**config.mk**
```make
export PLATFORM = sky130hd
export DESIGN_NAME = encoder_link_frame_engine
export DESIGN_NICKNAME = d
export VERILOG_FILES = /design/src/design/elfe_pkg.sv /design/src/design/elfe_front.sv /design/src/design/elfe_queue.sv /design/src/design/elfe_back.sv /design/src/design/encoder_link_frame_engine.sv
export SDC_FILE = /design/constraint.sdc
export NUM_CORES = 1
export LEC_CHECK = 0
export ABC_AREA = 1
export BUFFER_PORTS_ARGS = -buffer_cell sky130_fd_sc_hd__buf_2
export CAP_MARGIN = 20
export CORE_ASPECT_RATIO = 1.75
export CORE_MARGIN = 3
export CORE_UTILIZATION = 25
export CTS_CLUSTER_SIZE = 12
export DETAILED_ROUTE_END_ITERATION = 6
export HOLD_SLACK_MARGIN = 0.12
export PLACE_DENSITY = 0.49
export SETUP_SLACK_MARGIN = 0.1
export SLEW_MARGIN = 25
export SYNTH_ARGS = -nofsm -noshare
export SYNTH_HDL_FRONTEND = slang
export SYNTH_SLANG_ARGS = --single-unit
```
**constraint.sdc**
```tcl
create_clock -name aclk -period 12.48 [get_ports aclk]
set_input_delay 1.872 -clock aclk [delete_from_list [all_inputs] [get_ports aclk]]
set_output_delay 1.872 -clock aclk [all_outputs]
set_load 0.03 [all_outputs]
```
**src/design/elfe_pkg.sv**
```systemverilog
// elfe_pkg: shared types, codes and command tables of the encoder link frame engine
// no dependencies; imported by every module of the block

package elfe_pkg;

    // input item operations
    localparam logic OP_REQUEST = 1'b0;
    localparam logic OP_RX_BYTE = 1'b1;

    // result kinds
    localparam logic RESULT_TX    = 1'b0;
    localparam logic RESULT_FRAME = 1'b1;

    // request kinds
    localparam logic [3:0] REQ_ID0    = 4'd0;
    localparam logic [3:0] REQ_ID1    = 4'd1;
    localparam logic [3:0] REQ_ID2    = 4'd2;
    localparam logic [3:0] REQ_ID3    = 4'd3;
    localparam logic [3:0] REQ_EEP_WR = 4'd4;
    localparam logic [3:0] REQ_ID7    = 4'd5;
    localparam logic [3:0] REQ_ID8    = 4'd6;
    localparam logic [3:0] REQ_IDC    = 4'd7;
    localparam logic [3:0] REQ_EEP_RD = 4'd8;

    // results a job produces, at most four
    localparam logic [1:0] LAST_IDX_ONE   = 2'd0;
    localparam logic [1:0] LAST_IDX_TWO   = 2'd1;
    localparam logic [1:0] LAST_IDX_THREE = 2'd2;
    localparam logic [1:0] LAST_IDX_FOUR  = 2'd3;

    // stored reply fields
    typedef struct packed {
        logic [7:0]  control_field;
        logic [7:0]  status_field;
        logic [23:0] position_single;
        logic [23:0] position_multi;
        logic [7:0]  encoder_id;
        logic [7:0]  alarm_field;
        logic [7:0]  eeprom_address_out;
        logic [7:0]  eeprom_data_out;
        logic [7:0]  frame_check;
    } fields_t;

    // one queued job: a command frame or a parsed reply frame
    typedef struct packed {
        logic       is_frame;
        logic [3:0] code;
        logic [7:0] adr;
        logic [7:0] dat;
        fields_t    fields;
    } job_t;

    // command byte of each request kind
    function automatic logic [7:0] cmd_byte(input logic [3:0] code);
        logic [7:0] b;
        unique case (code)
            REQ_ID0:    b = 8'h02;
            REQ_ID1:    b = 8'h8A;
            REQ_ID2:    b = 8'h92;
            REQ_ID3:    b = 8'h1A;
            REQ_EEP_WR: b = 8'h32;
            REQ_ID7:    b = 8'hBA;
            REQ_ID8:    b = 8'hC2;
            REQ_IDC:    b = 8'h62;
            REQ_EEP_RD: b = 8'hEA;
            default:    b = 8'h00;
        endcase
        return b;
    endfunction

    // reply length in bytes of each request kind
    function automatic logic [3:0] reply_len(input logic [3:0] code);
        logic [3:0] n;
        unique case (code)
            REQ_ID2, REQ_EEP_WR, REQ_EEP_RD: n = 4'd4;
            REQ_ID3:                         n = 4'd11;
            default:                         n = 4'd6;
        endcase
        return n;
    endfunction

endpackage

```
**src/design/elfe_front.sv**
```systemverilog
// elfe_front: accepts input transactions, tracks the active request, collects and parses replies
// depends on elfe_pkg; feeds jobs into elfe_queue

module elfe_front #(
    parameter int MAX_REPLY_BYTES = 11
) (
    input  logic                 aclk,
    input  logic                 aresetn,
    input  logic                 in_valid,
    output logic                 in_ready,
    input  logic                 operation,
    input  logic [3:0]           request_code,
    input  logic [7:0]           eeprom_address_in,
    input  logic [7:0]           eeprom_data_in,
    input  logic [7:0]           rx_byte,
    input  logic                 q_full,
    output logic                 push,
    output elfe_pkg::job_t       push_job
);
    import elfe_pkg::*;

    localparam int CW = $clog2(MAX_REPLY_BYTES + 1);
    localparam int IW = $clog2(MAX_REPLY_BYTES);

    logic [3:0]    active_request_reg, active_request_next;
    logic          request_issued_reg, request_issued_next;
    logic [3:0]    expected_length_reg, expected_length_next;
    logic [CW-1:0] received_count_reg, received_count_next;
    fields_t       parsed_reg, parsed_next;
    logic [7:0]    reply_reg [MAX_REPLY_BYTES];

    logic          accept;
    logic          store_byte;
    logic [CW-1:0] count_inc;
    logic [CW-1:0] exp_ext;
    logic [7:0]    p [MAX_REPLY_BYTES];

    assign in_ready  = !q_full;
    assign accept    = in_valid && in_ready;
    assign exp_ext   = CW'(expected_length_reg);
    assign count_inc = received_count_reg + CW'(1);

    // reply bytes seen with the incoming byte merged in at its slot
    always_comb begin
        for (int i = 0; i < MAX_REPLY_BYTES; i++) begin
            p[i] = (CW'(i) == received_count_reg) ? rx_byte : reply_reg[i];
        end
    end

    // next state, parsing and job push
    always_comb begin
        active_request_next  = active_request_reg;
        request_issued_next  = request_issued_reg;
        expected_length_next = expected_length_reg;
        received_count_next  = received_count_reg;
        parsed_next          = parsed_reg;
        store_byte           = 1'b0;
        push                 = 1'b0;
        push_job             = '0;

        if (accept) begin
            if (operation == OP_REQUEST) begin
                if (request_code <= REQ_EEP_RD) begin
                    active_request_next  = request_code;
                    request_issued_next  = 1'b1;
                    expected_length_next = reply_len(request_code);
                    received_count_next  = '0;
                    push                 = 1'b1;
                    push_job.is_frame    = 1'b0;
                    push_job.code        = request_code;
                    push_job.adr         = eeprom_address_in;
                    push_job.dat         = eeprom_data_in;
                end
            end else if (request_issued_reg && (received_count_reg < exp_ext)
                         && (received_count_reg < CW'(MAX_REPLY_BYTES))) begin
                store_byte          = 1'b1;
                received_count_next = count_inc;
                if (count_inc == exp_ext) begin
                    // full reply: parse per kind
                    unique case (active_request_reg)
                        REQ_ID0, REQ_IDC: begin
                            parsed_next.control_field   = p[0];
                            parsed_next.status_field    = p[1];
                            parsed_next.position_single = {p[4], p[3], p[2]};
                            parsed_next.frame_check     = p[5];
                        end
                        REQ_ID1: begin
                            parsed_next.control_field   = p[0];
                            parsed_next.status_field    = p[1];
                            parsed_next.position_multi  = {p[4], p[3], p[2]};
                            parsed_next.frame_check     = p[5];
                        end
                        REQ_ID2: begin
                            parsed_next.control_field   = p[0];
                            parsed_next.status_field    = p[1];
                            parsed_next.encoder_id      = p[2];
                            parsed_next.frame_check     = p[3];
                        end
                        REQ_ID3: begin
                            parsed_next.control_field   = p[0];
                            parsed_next.status_field    = p[1];
                            parsed_next.position_single = {p[4], p[3], p[2]};
                            parsed_next.encoder_id      = p[5];
                            parsed_next.position_multi  = {p[8], p[7], p[6]};
                            parsed_next.alarm_field     = p[9];
                            parsed_next.frame_check     = p[10];
                        end
                        REQ_EEP_RD: begin
                            parsed_next.control_field      = p[0];
                            parsed_next.eeprom_address_out = p[1];
                            parsed_next.eeprom_data_out    = p[2];
                            parsed_next.frame_check        = p[3];
                        end
                        default: begin
                        end
                    endcase
                    // frame out, then the automatic full-status request
                    push                 = 1'b1;
                    push_job.is_frame    = 1'b1;
                    push_job.code        = REQ_ID3;
                    push_job.fields      = parsed_next;
                    active_request_next  = REQ_ID3;
                    request_issued_next  = 1'b1;
                    expected_length_next = reply_len(REQ_ID3);
                    received_count_next  = '0;
                end
            end
        end
    end

    // control and parsed field registers
    always_ff @(posedge aclk) begin
        if (!aresetn) begin
            active_request_reg  <= '0;
            request_issued_reg  <= 1'b0;
            expected_length_reg <= '0;
            received_count_reg  <= '0;
            parsed_reg          <= '0;
        end else begin
            active_request_reg  <= active_request_next;
            request_issued_reg  <= request_issued_next;
            expected_length_reg <= expected_length_next;
            received_count_reg  <= received_count_next;
            parsed_reg          <= parsed_next;
        end
    end

    // reply byte store
    always_ff @(posedge aclk) begin
        if (store_byte) begin
            reply_reg[received_count_reg[IW-1:0]] <= rx_byte;
        end
    end

endmodule

```
**src/design/elfe_queue.sv**
```systemverilog
// elfe_queue: two-entry job queue between front and back
// depends on elfe_pkg

module elfe_queue (
    input  logic            aclk,
    input  logic            aresetn,
    input  logic            push,
    input  elfe_pkg::job_t  push_job,
    output logic            full,
    input  logic            pop,
    output logic            q_valid,
    output elfe_pkg::job_t  q_job
);
    import elfe_pkg::*;

    job_t       mem_reg [2];
    logic       wr_ptr_reg, wr_ptr_next;
    logic       rd_ptr_reg, rd_ptr_next;
    logic [1:0] count_reg, count_next;

    assign full    = (count_reg == 2'd2);
    assign q_valid = (count_reg != 2'd0);
    assign q_job   = mem_reg[rd_ptr_reg];

    // pointer and occupancy update
    always_comb begin
        wr_ptr_next = push ? !wr_ptr_reg : wr_ptr_reg;
        rd_ptr_next = pop ? !rd_ptr_reg : rd_ptr_reg;
        count_next  = count_reg + {1'b0, push} - {1'b0, pop};
    end

    always_ff @(posedge aclk) begin
        if (!aresetn) begin
            wr_ptr_reg <= 1'b0;
            rd_ptr_reg <= 1'b0;
            count_reg  <= 2'd0;
        end else begin
            wr_ptr_reg <= wr_ptr_next;
            rd_ptr_reg <= rd_ptr_next;
            count_reg  <= count_next;
        end
    end

    // entry storage
    always_ff @(posedge aclk) begin
        if (push) begin
            mem_reg[wr_ptr_reg] <= push_job;
        end
    end

endmodule

```
**src/design/elfe_back.sv**
```systemverilog
// elfe_back: expands queued jobs into result transactions through an output register
// depends on elfe_pkg; pops elfe_queue

module elfe_back (
    input  logic               aclk,
    input  logic               aresetn,
    input  logic               q_valid,
    input  elfe_pkg::job_t     q_job,
    output logic               pop,
    output logic               out_valid,
    input  logic               out_ready,
    output logic               out_kind,
    output logic [7:0]         out_tx_byte,
    output logic               out_tx_last,
    output elfe_pkg::fields_t  out_fields
);
    import elfe_pkg::*;

    logic       valid_reg, valid_next;
    logic [1:0] idx_reg, idx_next;
    logic       kind_reg, kind_next;
    logic [7:0] tx_reg, tx_next;
    logic       last_reg, last_next;
    fields_t    fields_reg, fields_next;

    logic       load;
    logic [1:0] last_idx;
    logic [7:0] cmd;

    assign load = q_valid && (!valid_reg || out_ready);
    assign pop  = load && (idx_reg == last_idx);
    assign cmd  = cmd_byte(q_job.code);

    // number of results of the job at the queue head
    always_comb begin
        priority if (q_job.is_frame)           last_idx = LAST_IDX_TWO;
        else if (q_job.code == REQ_EEP_WR)     last_idx = LAST_IDX_FOUR;
        else if (q_job.code == REQ_EEP_RD)     last_idx = LAST_IDX_THREE;
        else                                   last_idx = LAST_IDX_ONE;
    end

    // select the next result of the job
    always_comb begin
        valid_next  = valid_reg;
        idx_next    = idx_reg;
        kind_next   = kind_reg;
        tx_next     = tx_reg;
        last_next   = last_reg;
        fields_next = fields_reg;

        if (valid_reg && out_ready) begin
            valid_next = 1'b0;
        end

        if (load) begin
            valid_next  = 1'b1;
            idx_next    = (idx_reg == last_idx) ? 2'd0 : idx_reg + 2'd1;
            kind_next   = RESULT_TX;
            last_next   = (idx_reg == last_idx);
            fields_next = '0;
            if (q_job.is_frame) begin
                if (idx_reg == 2'd0) begin
                    kind_next   = RESULT_FRAME;
                    tx_next     = 8'h00;
                    last_next   = 1'b0;
                    fields_next = q_job.fields;
                end else begin
                    tx_next = cmd_byte(REQ_ID3);
                end
            end else begin
                unique case (idx_reg)
                    2'd0: tx_next = cmd;
                    2'd1: tx_next = q_job.adr;
                    2'd2: tx_next = (q_job.code == REQ_EEP_WR) ? q_job.dat
                                                                : cmd ^ q_job.adr;
                    default: tx_next = cmd ^ q_job.adr ^ q_job.dat;
                endcase
            end
        end
    end

    always_ff @(posedge aclk) begin
        if (!aresetn) begin
            valid_reg <= 1'b0;
            idx_reg   <= 2'd0;
        end else begin
            valid_reg <= valid_next;
            idx_reg   <= idx_next;
        end
    end

    // output payload register
    always_ff @(posedge aclk) begin
        kind_reg   <= kind_next;
        tx_reg     <= tx_next;
        last_reg   <= last_next;
        fields_reg <= fields_next;
    end

    assign out_valid   = valid_reg;
    assign out_kind    = kind_reg;
    assign out_tx_byte = tx_reg;
    assign out_tx_last = last_reg;
    assign out_fields  = fields_reg;

endmodule

```
**src/design/encoder_link_frame_engine.sv**
```systemverilog
// encoder_link_frame_engine: top level of the encoder link host frame engine
// depends on elfe_pkg, elfe_front, elfe_queue, elfe_back

// Host side of a serial absolute-encoder link. An input transaction either issues
// a request or delivers one received reply byte; the input side takes one
// transaction per cycle whenever the two-entry job queue has room, and updates
// the receive state in that same cycle. A request yields 1 command byte (3 for an
// EEPROM read, 4 for an EEPROM write, with an XOR check byte last); the byte
// that completes a reply yields 2 results: the parsed frame with all stored
// fields, then the automatic full-status command 0x1A. Results leave one per
// cycle from the output register while m_ready is high, so the sustained rate
// is set by the number of results per transaction at the output port; reply
// bytes that complete nothing give no result.
// Bytes that arrive before any request or beyond the expected length are
// dropped, and request codes above 8 are ignored.

module encoder_link_frame_engine #(
    parameter int MAX_REPLY_BYTES = 11
) (
    input  logic        aclk,
    input  logic        aresetn,
    input  logic        s_valid,
    output logic        s_ready,
    input  logic        s_operation,
    input  logic [3:0]  s_request_code,
    input  logic [7:0]  s_eeprom_address_in,
    input  logic [7:0]  s_eeprom_data_in,
    input  logic [7:0]  s_rx_byte,
    output logic        m_valid,
    input  logic        m_ready,
    output logic        m_result_kind,
    output logic [7:0]  m_tx_byte,
    output logic        m_tx_last,
    output logic [7:0]  m_control_field,
    output logic [7:0]  m_status_field,
    output logic [23:0] m_position_single,
    output logic [23:0] m_position_multi,
    output logic [7:0]  m_encoder_id,
    output logic [7:0]  m_alarm_field,
    output logic [7:0]  m_eeprom_address_out,
    output logic [7:0]  m_eeprom_data_out,
    output logic [7:0]  m_frame_check
);
    import elfe_pkg::*;

    logic    push, q_full, pop, q_valid;
    job_t    push_job, q_job;
    fields_t out_fields;

    // input side: handshake, receive state, parsing
    elfe_front #(
        .MAX_REPLY_BYTES(MAX_REPLY_BYTES)
    ) u_front (
        .aclk              (aclk),
        .aresetn           (aresetn),
        .in_valid          (s_valid),
        .in_ready          (s_ready),
        .operation         (s_operation),
        .request_code      (s_request_code),
        .eeprom_address_in (s_eeprom_address_in),
        .eeprom_data_in    (s_eeprom_data_in),
        .rx_byte           (s_rx_byte),
        .q_full            (q_full),
        .push              (push),
        .push_job          (push_job)
    );

    // job queue
    elfe_queue u_queue (
        .aclk     (aclk),
        .aresetn  (aresetn),
        .push     (push),
        .push_job (push_job),
        .full     (q_full),
        .pop      (pop),
        .q_valid  (q_valid),
        .q_job    (q_job)
    );

    // output side: result sequencing
    elfe_back u_back (
        .aclk        (aclk),
        .aresetn     (aresetn),
        .q_valid     (q_valid),
        .q_job       (q_job),
        .pop         (pop),
        .out_valid   (m_valid),
        .out_ready   (m_ready),
        .out_kind    (m_result_kind),
        .out_tx_byte (m_tx_byte),
        .out_tx_last (m_tx_last),
        .out_fields  (out_fields)
    );

    assign m_control_field      = out_fields.control_field;
    assign m_status_field       = out_fields.status_field;
    assign m_position_single    = out_fields.position_single;
    assign m_position_multi     = out_fields.position_multi;
    assign m_encoder_id         = out_fields.encoder_id;
    assign m_alarm_field        = out_fields.alarm_field;
    assign m_eeprom_address_out = out_fields.eeprom_address_out;
    assign m_eeprom_data_out    = out_fields.eeprom_data_out;
    assign m_frame_check        = out_fields.frame_check;

endmodule
```
==> metrics.cfg <==
[status]
status = complete, no violations

[yosys]
avgSynthCellArea_um2 = 10.2
synth_area_leader_cell = edfxtp_1
synth_fp_nets = 2408
synth.area.top_cells = edfxtp_1, dfxtp_1, nand2_1, a21oi_1, inv_1
synth_fa_ha_area_share_pct = 0.940
muxShareOfSynthArea_pct = 0.501
synthCells = 2357
synth_compound_area_share_pct = 10.3
synthArstFlopShare_pct = 0
synth_top_family_by_area = simple AND/OR/NAND/NOR gates
synth.distinct_cells = 38
ys_seq_area_share_pct = 67.0
synth_ff_type = edfxtp_1
synthSimpleGateAreaFrac_pct = 14.1
synth_xor_area_share_pct = 0.653
ys_ff_latch = 576
yosys.area.top_type_share_pct = 56.7
ys.warnings.count = 0
synth.most_common_cell = nand2_1
synth_area_um2 = 24000
synth_top_cells_by_count = nand2_1, edfxtp_1, a21oi_1
synth_edf_count = 452

[clocking]
cts_buffers = 54
tritoncts = done
postCtsSetupBuffers = 0
hold_buffers = 0
clkTransAtPathRegs_ns = 0.06
post_cts_resized = 0
clk_latency_ns = 0.63
clockRootBuffer = clkbuf_16
htree_levels = 2
clock_path_buffers = 3
clock_sinks = 576

[floorplan]
start_util_pct = 25.3
die_area_um2 = 99700
core_um2 = 94700
io-pin-count = 149
die_h_um = 416
die_w_um = 240
num_rows = 149

[pwr]
power_density_nw_per_um2 = 202
ir_drop_mv = 0.158
power_leakage_nw = 11.0

[final_layout]
layout.nets = 2517
seqCellArea_um2 = 16100
syn_to_final_growth_pct = 14.8
instances_no_fill = 3725
drive_gt1_share_pct = 10.2
multi_input_area_um2 = 6400
largest_reg_flops = 250
fillers = 9811

[critical_path]
worst_ep_required_time_ns = 12.70
critPathMostFrequentCell = nand2_1
r2r_end = u_queue.mem_reg[0][96]
cp.arrival_ns = 5.86
cp.depth = 7
crit_chain = buf_2 -> a21boi_1 -> nand4_1 -> nand2_1 -> nand2_1 -> nor2_4 -> buf_4
crit_family = simple AND/OR/NAND/NOR gates
slowest_delay_ns = 0.80
worstSetupEndpoint = u_queue.mem_reg[0][96]
critPathLaunch = s_valid
worstPathMaxFanout = 59
startpoint_type = input pin
r2r_cells = 9
crit_buf_inv = 2
critPathCaptureType = flop
r2r-start = u_front.received_count_reg[2]
r2r_slack_ns = 7.60
crit_path_top_delay_cell = nor2_4
path_class = input pin to flop

[routing]
first_iter_violations = 926
drt_wl_total_mm = 66.0
via_per_inst = 4.41
route.detailed.drc = 0
dr.pass1.iters = 5
via_count = 16400
wl_per_cell_um = 17.7
ant_nets = 0

[sta]
finalSetupTns_ns = 0
slew_headroom_pct = 32.8
worstMarginPinSlew_ns = 1.01
hold_viol_final = 0
clock_skew_ns = 0.0360
drv_slew = 0
rsz0062_at_grt = false
fin_crit_ns = 5.64
fmax_ghz = 0.177
setup_viol = 0
final.period_utilization_pct = 45.2
setup_ws_ns = 6.84

[hold_path]
min_from = u_front.parsed_reg[100]
hold_class = flop to flop

[place]
io_buffers = 148
preCtsSetupSlack_ns = 6.18
dp_cells = 3618
place_congestion = 0.850
place_hpwl_mm = 44.1

[grt]
track_usage_pct = 13.0
first_global_vias = 16100
grt_max_degree = 66
antenna_found_initial = 8
overflow = 0
grt_first_pass_wirelength_mm = 99.9

[job]
max-cap-violations = 0

[area by class of cell]
| class | count | share of cell area (%) |
|---|---|---|
| Antenna cell | 6 | 0.0546 |
| Clock buffer | 97 | 5.54 |
| Clock inverter | 4 | 0.223 |
| Inverter | 266 | 3.65 |
| Multi-Input combinational cell | 1399 | 23.3 |
| Sequential cell | 576 | 58.4 |
| Tap cell | 1208 | 5.50 |
| Timing Repair Buffer | 169 | 3.34 |
[routing by layer]
metal / global-route usage (%) / routed length (µm) / vias up
met2: 23.6 / 33700 / 397
met3: 2.12 / 3060 / 153
met4: 6.42 / 3350 / 4
met5: 0 / 27 / -
li1: - / - / 8064
met1: 14.7 / 25900 / 7796
[through the flow]
step / instance area [µm²] / hold slack (ns) / total power [mW] / util, %
finish: 27500 / 0.460 / 5.54 / 29.0
CTS: 27500 / 0.459 / 5.66 / 29.0
global placement: 25800 / 0.446 / 4.09 / 27.3
floorplan: 24000 / 0.436 / 3.59 / -
global route: 27500 / 0.476 / 5.84 / 29.0
detailed placement: 25900 / 0.449 / 4.09 / 27.3
[how the worst min path moves through the flow]
stage                              endpoint  slack (ns)  cells after the start
floorplan           u_front.parsed_reg[100]        0.44                      2
global placement     u_front.parsed_reg[27]        0.45                      2
CTS                  u_front.parsed_reg[97]        0.46                      2
global route         u_front.parsed_reg[54]        0.48                      2
finish              u_front.parsed_reg[100]        0.46                      2
detailed placement   u_front.parsed_reg[97]        0.45                      2
[cells by family (layout without fill, tap and decap cells)]
kind of cell | count (synthesis) | in the layout
and+or+nand+nor | 871 | 871
xor gates and xnor gates | 17 | 17
adders and majority gates | 18 | 18
buffers and inverters | 382 | 536
muxes | 12 | 12
other | 0 | 6
AOI/OAI and AO/OA | 481 | 481
DFF | 576 | 576
[where the power goes]
group | switching (mW) | internal [mW]
Clock | 0.716 | 0.826
Sequential | 0.0912 | 2.42
Combinational | 1.15 | 0.335
[cells in the final DEF, fill, tap and decap left out, types with 6 or more instances in the layout]
cell type,synthesis,routed
o21ai_1,12,13
ha_1,18,18
o21ai_0,149,148
clkbuf_16,0,54
buf_2,42,148
o22ai_1,8,8
dfxtp_1,124,123
clkbuf_1,54,42
o211ai_1,8,8
clkinv_1,9,9
buf_4,11,20
edfxtp_1,452,452
diode_2,0,6
nand2_1,650,650
nand3_1,51,51
a21oi_1,290,289
mux2i_1,12,12
a31oi_1,7,7
inv_1,252,249
nor2_1,151,148
xor2_1,14,14
[worst reg2reg max path, delay by kind of cell (launching register included)]
kind	cells	cell delay, ns
and+or+nand+nor	5	2.56
AOI/OAI and AO/OA	1	0.07
buffers and inverters	2	0.85
DFF	1	0.58
adders and majority gates	1	0.32
(Power assumes the default switching activity.)
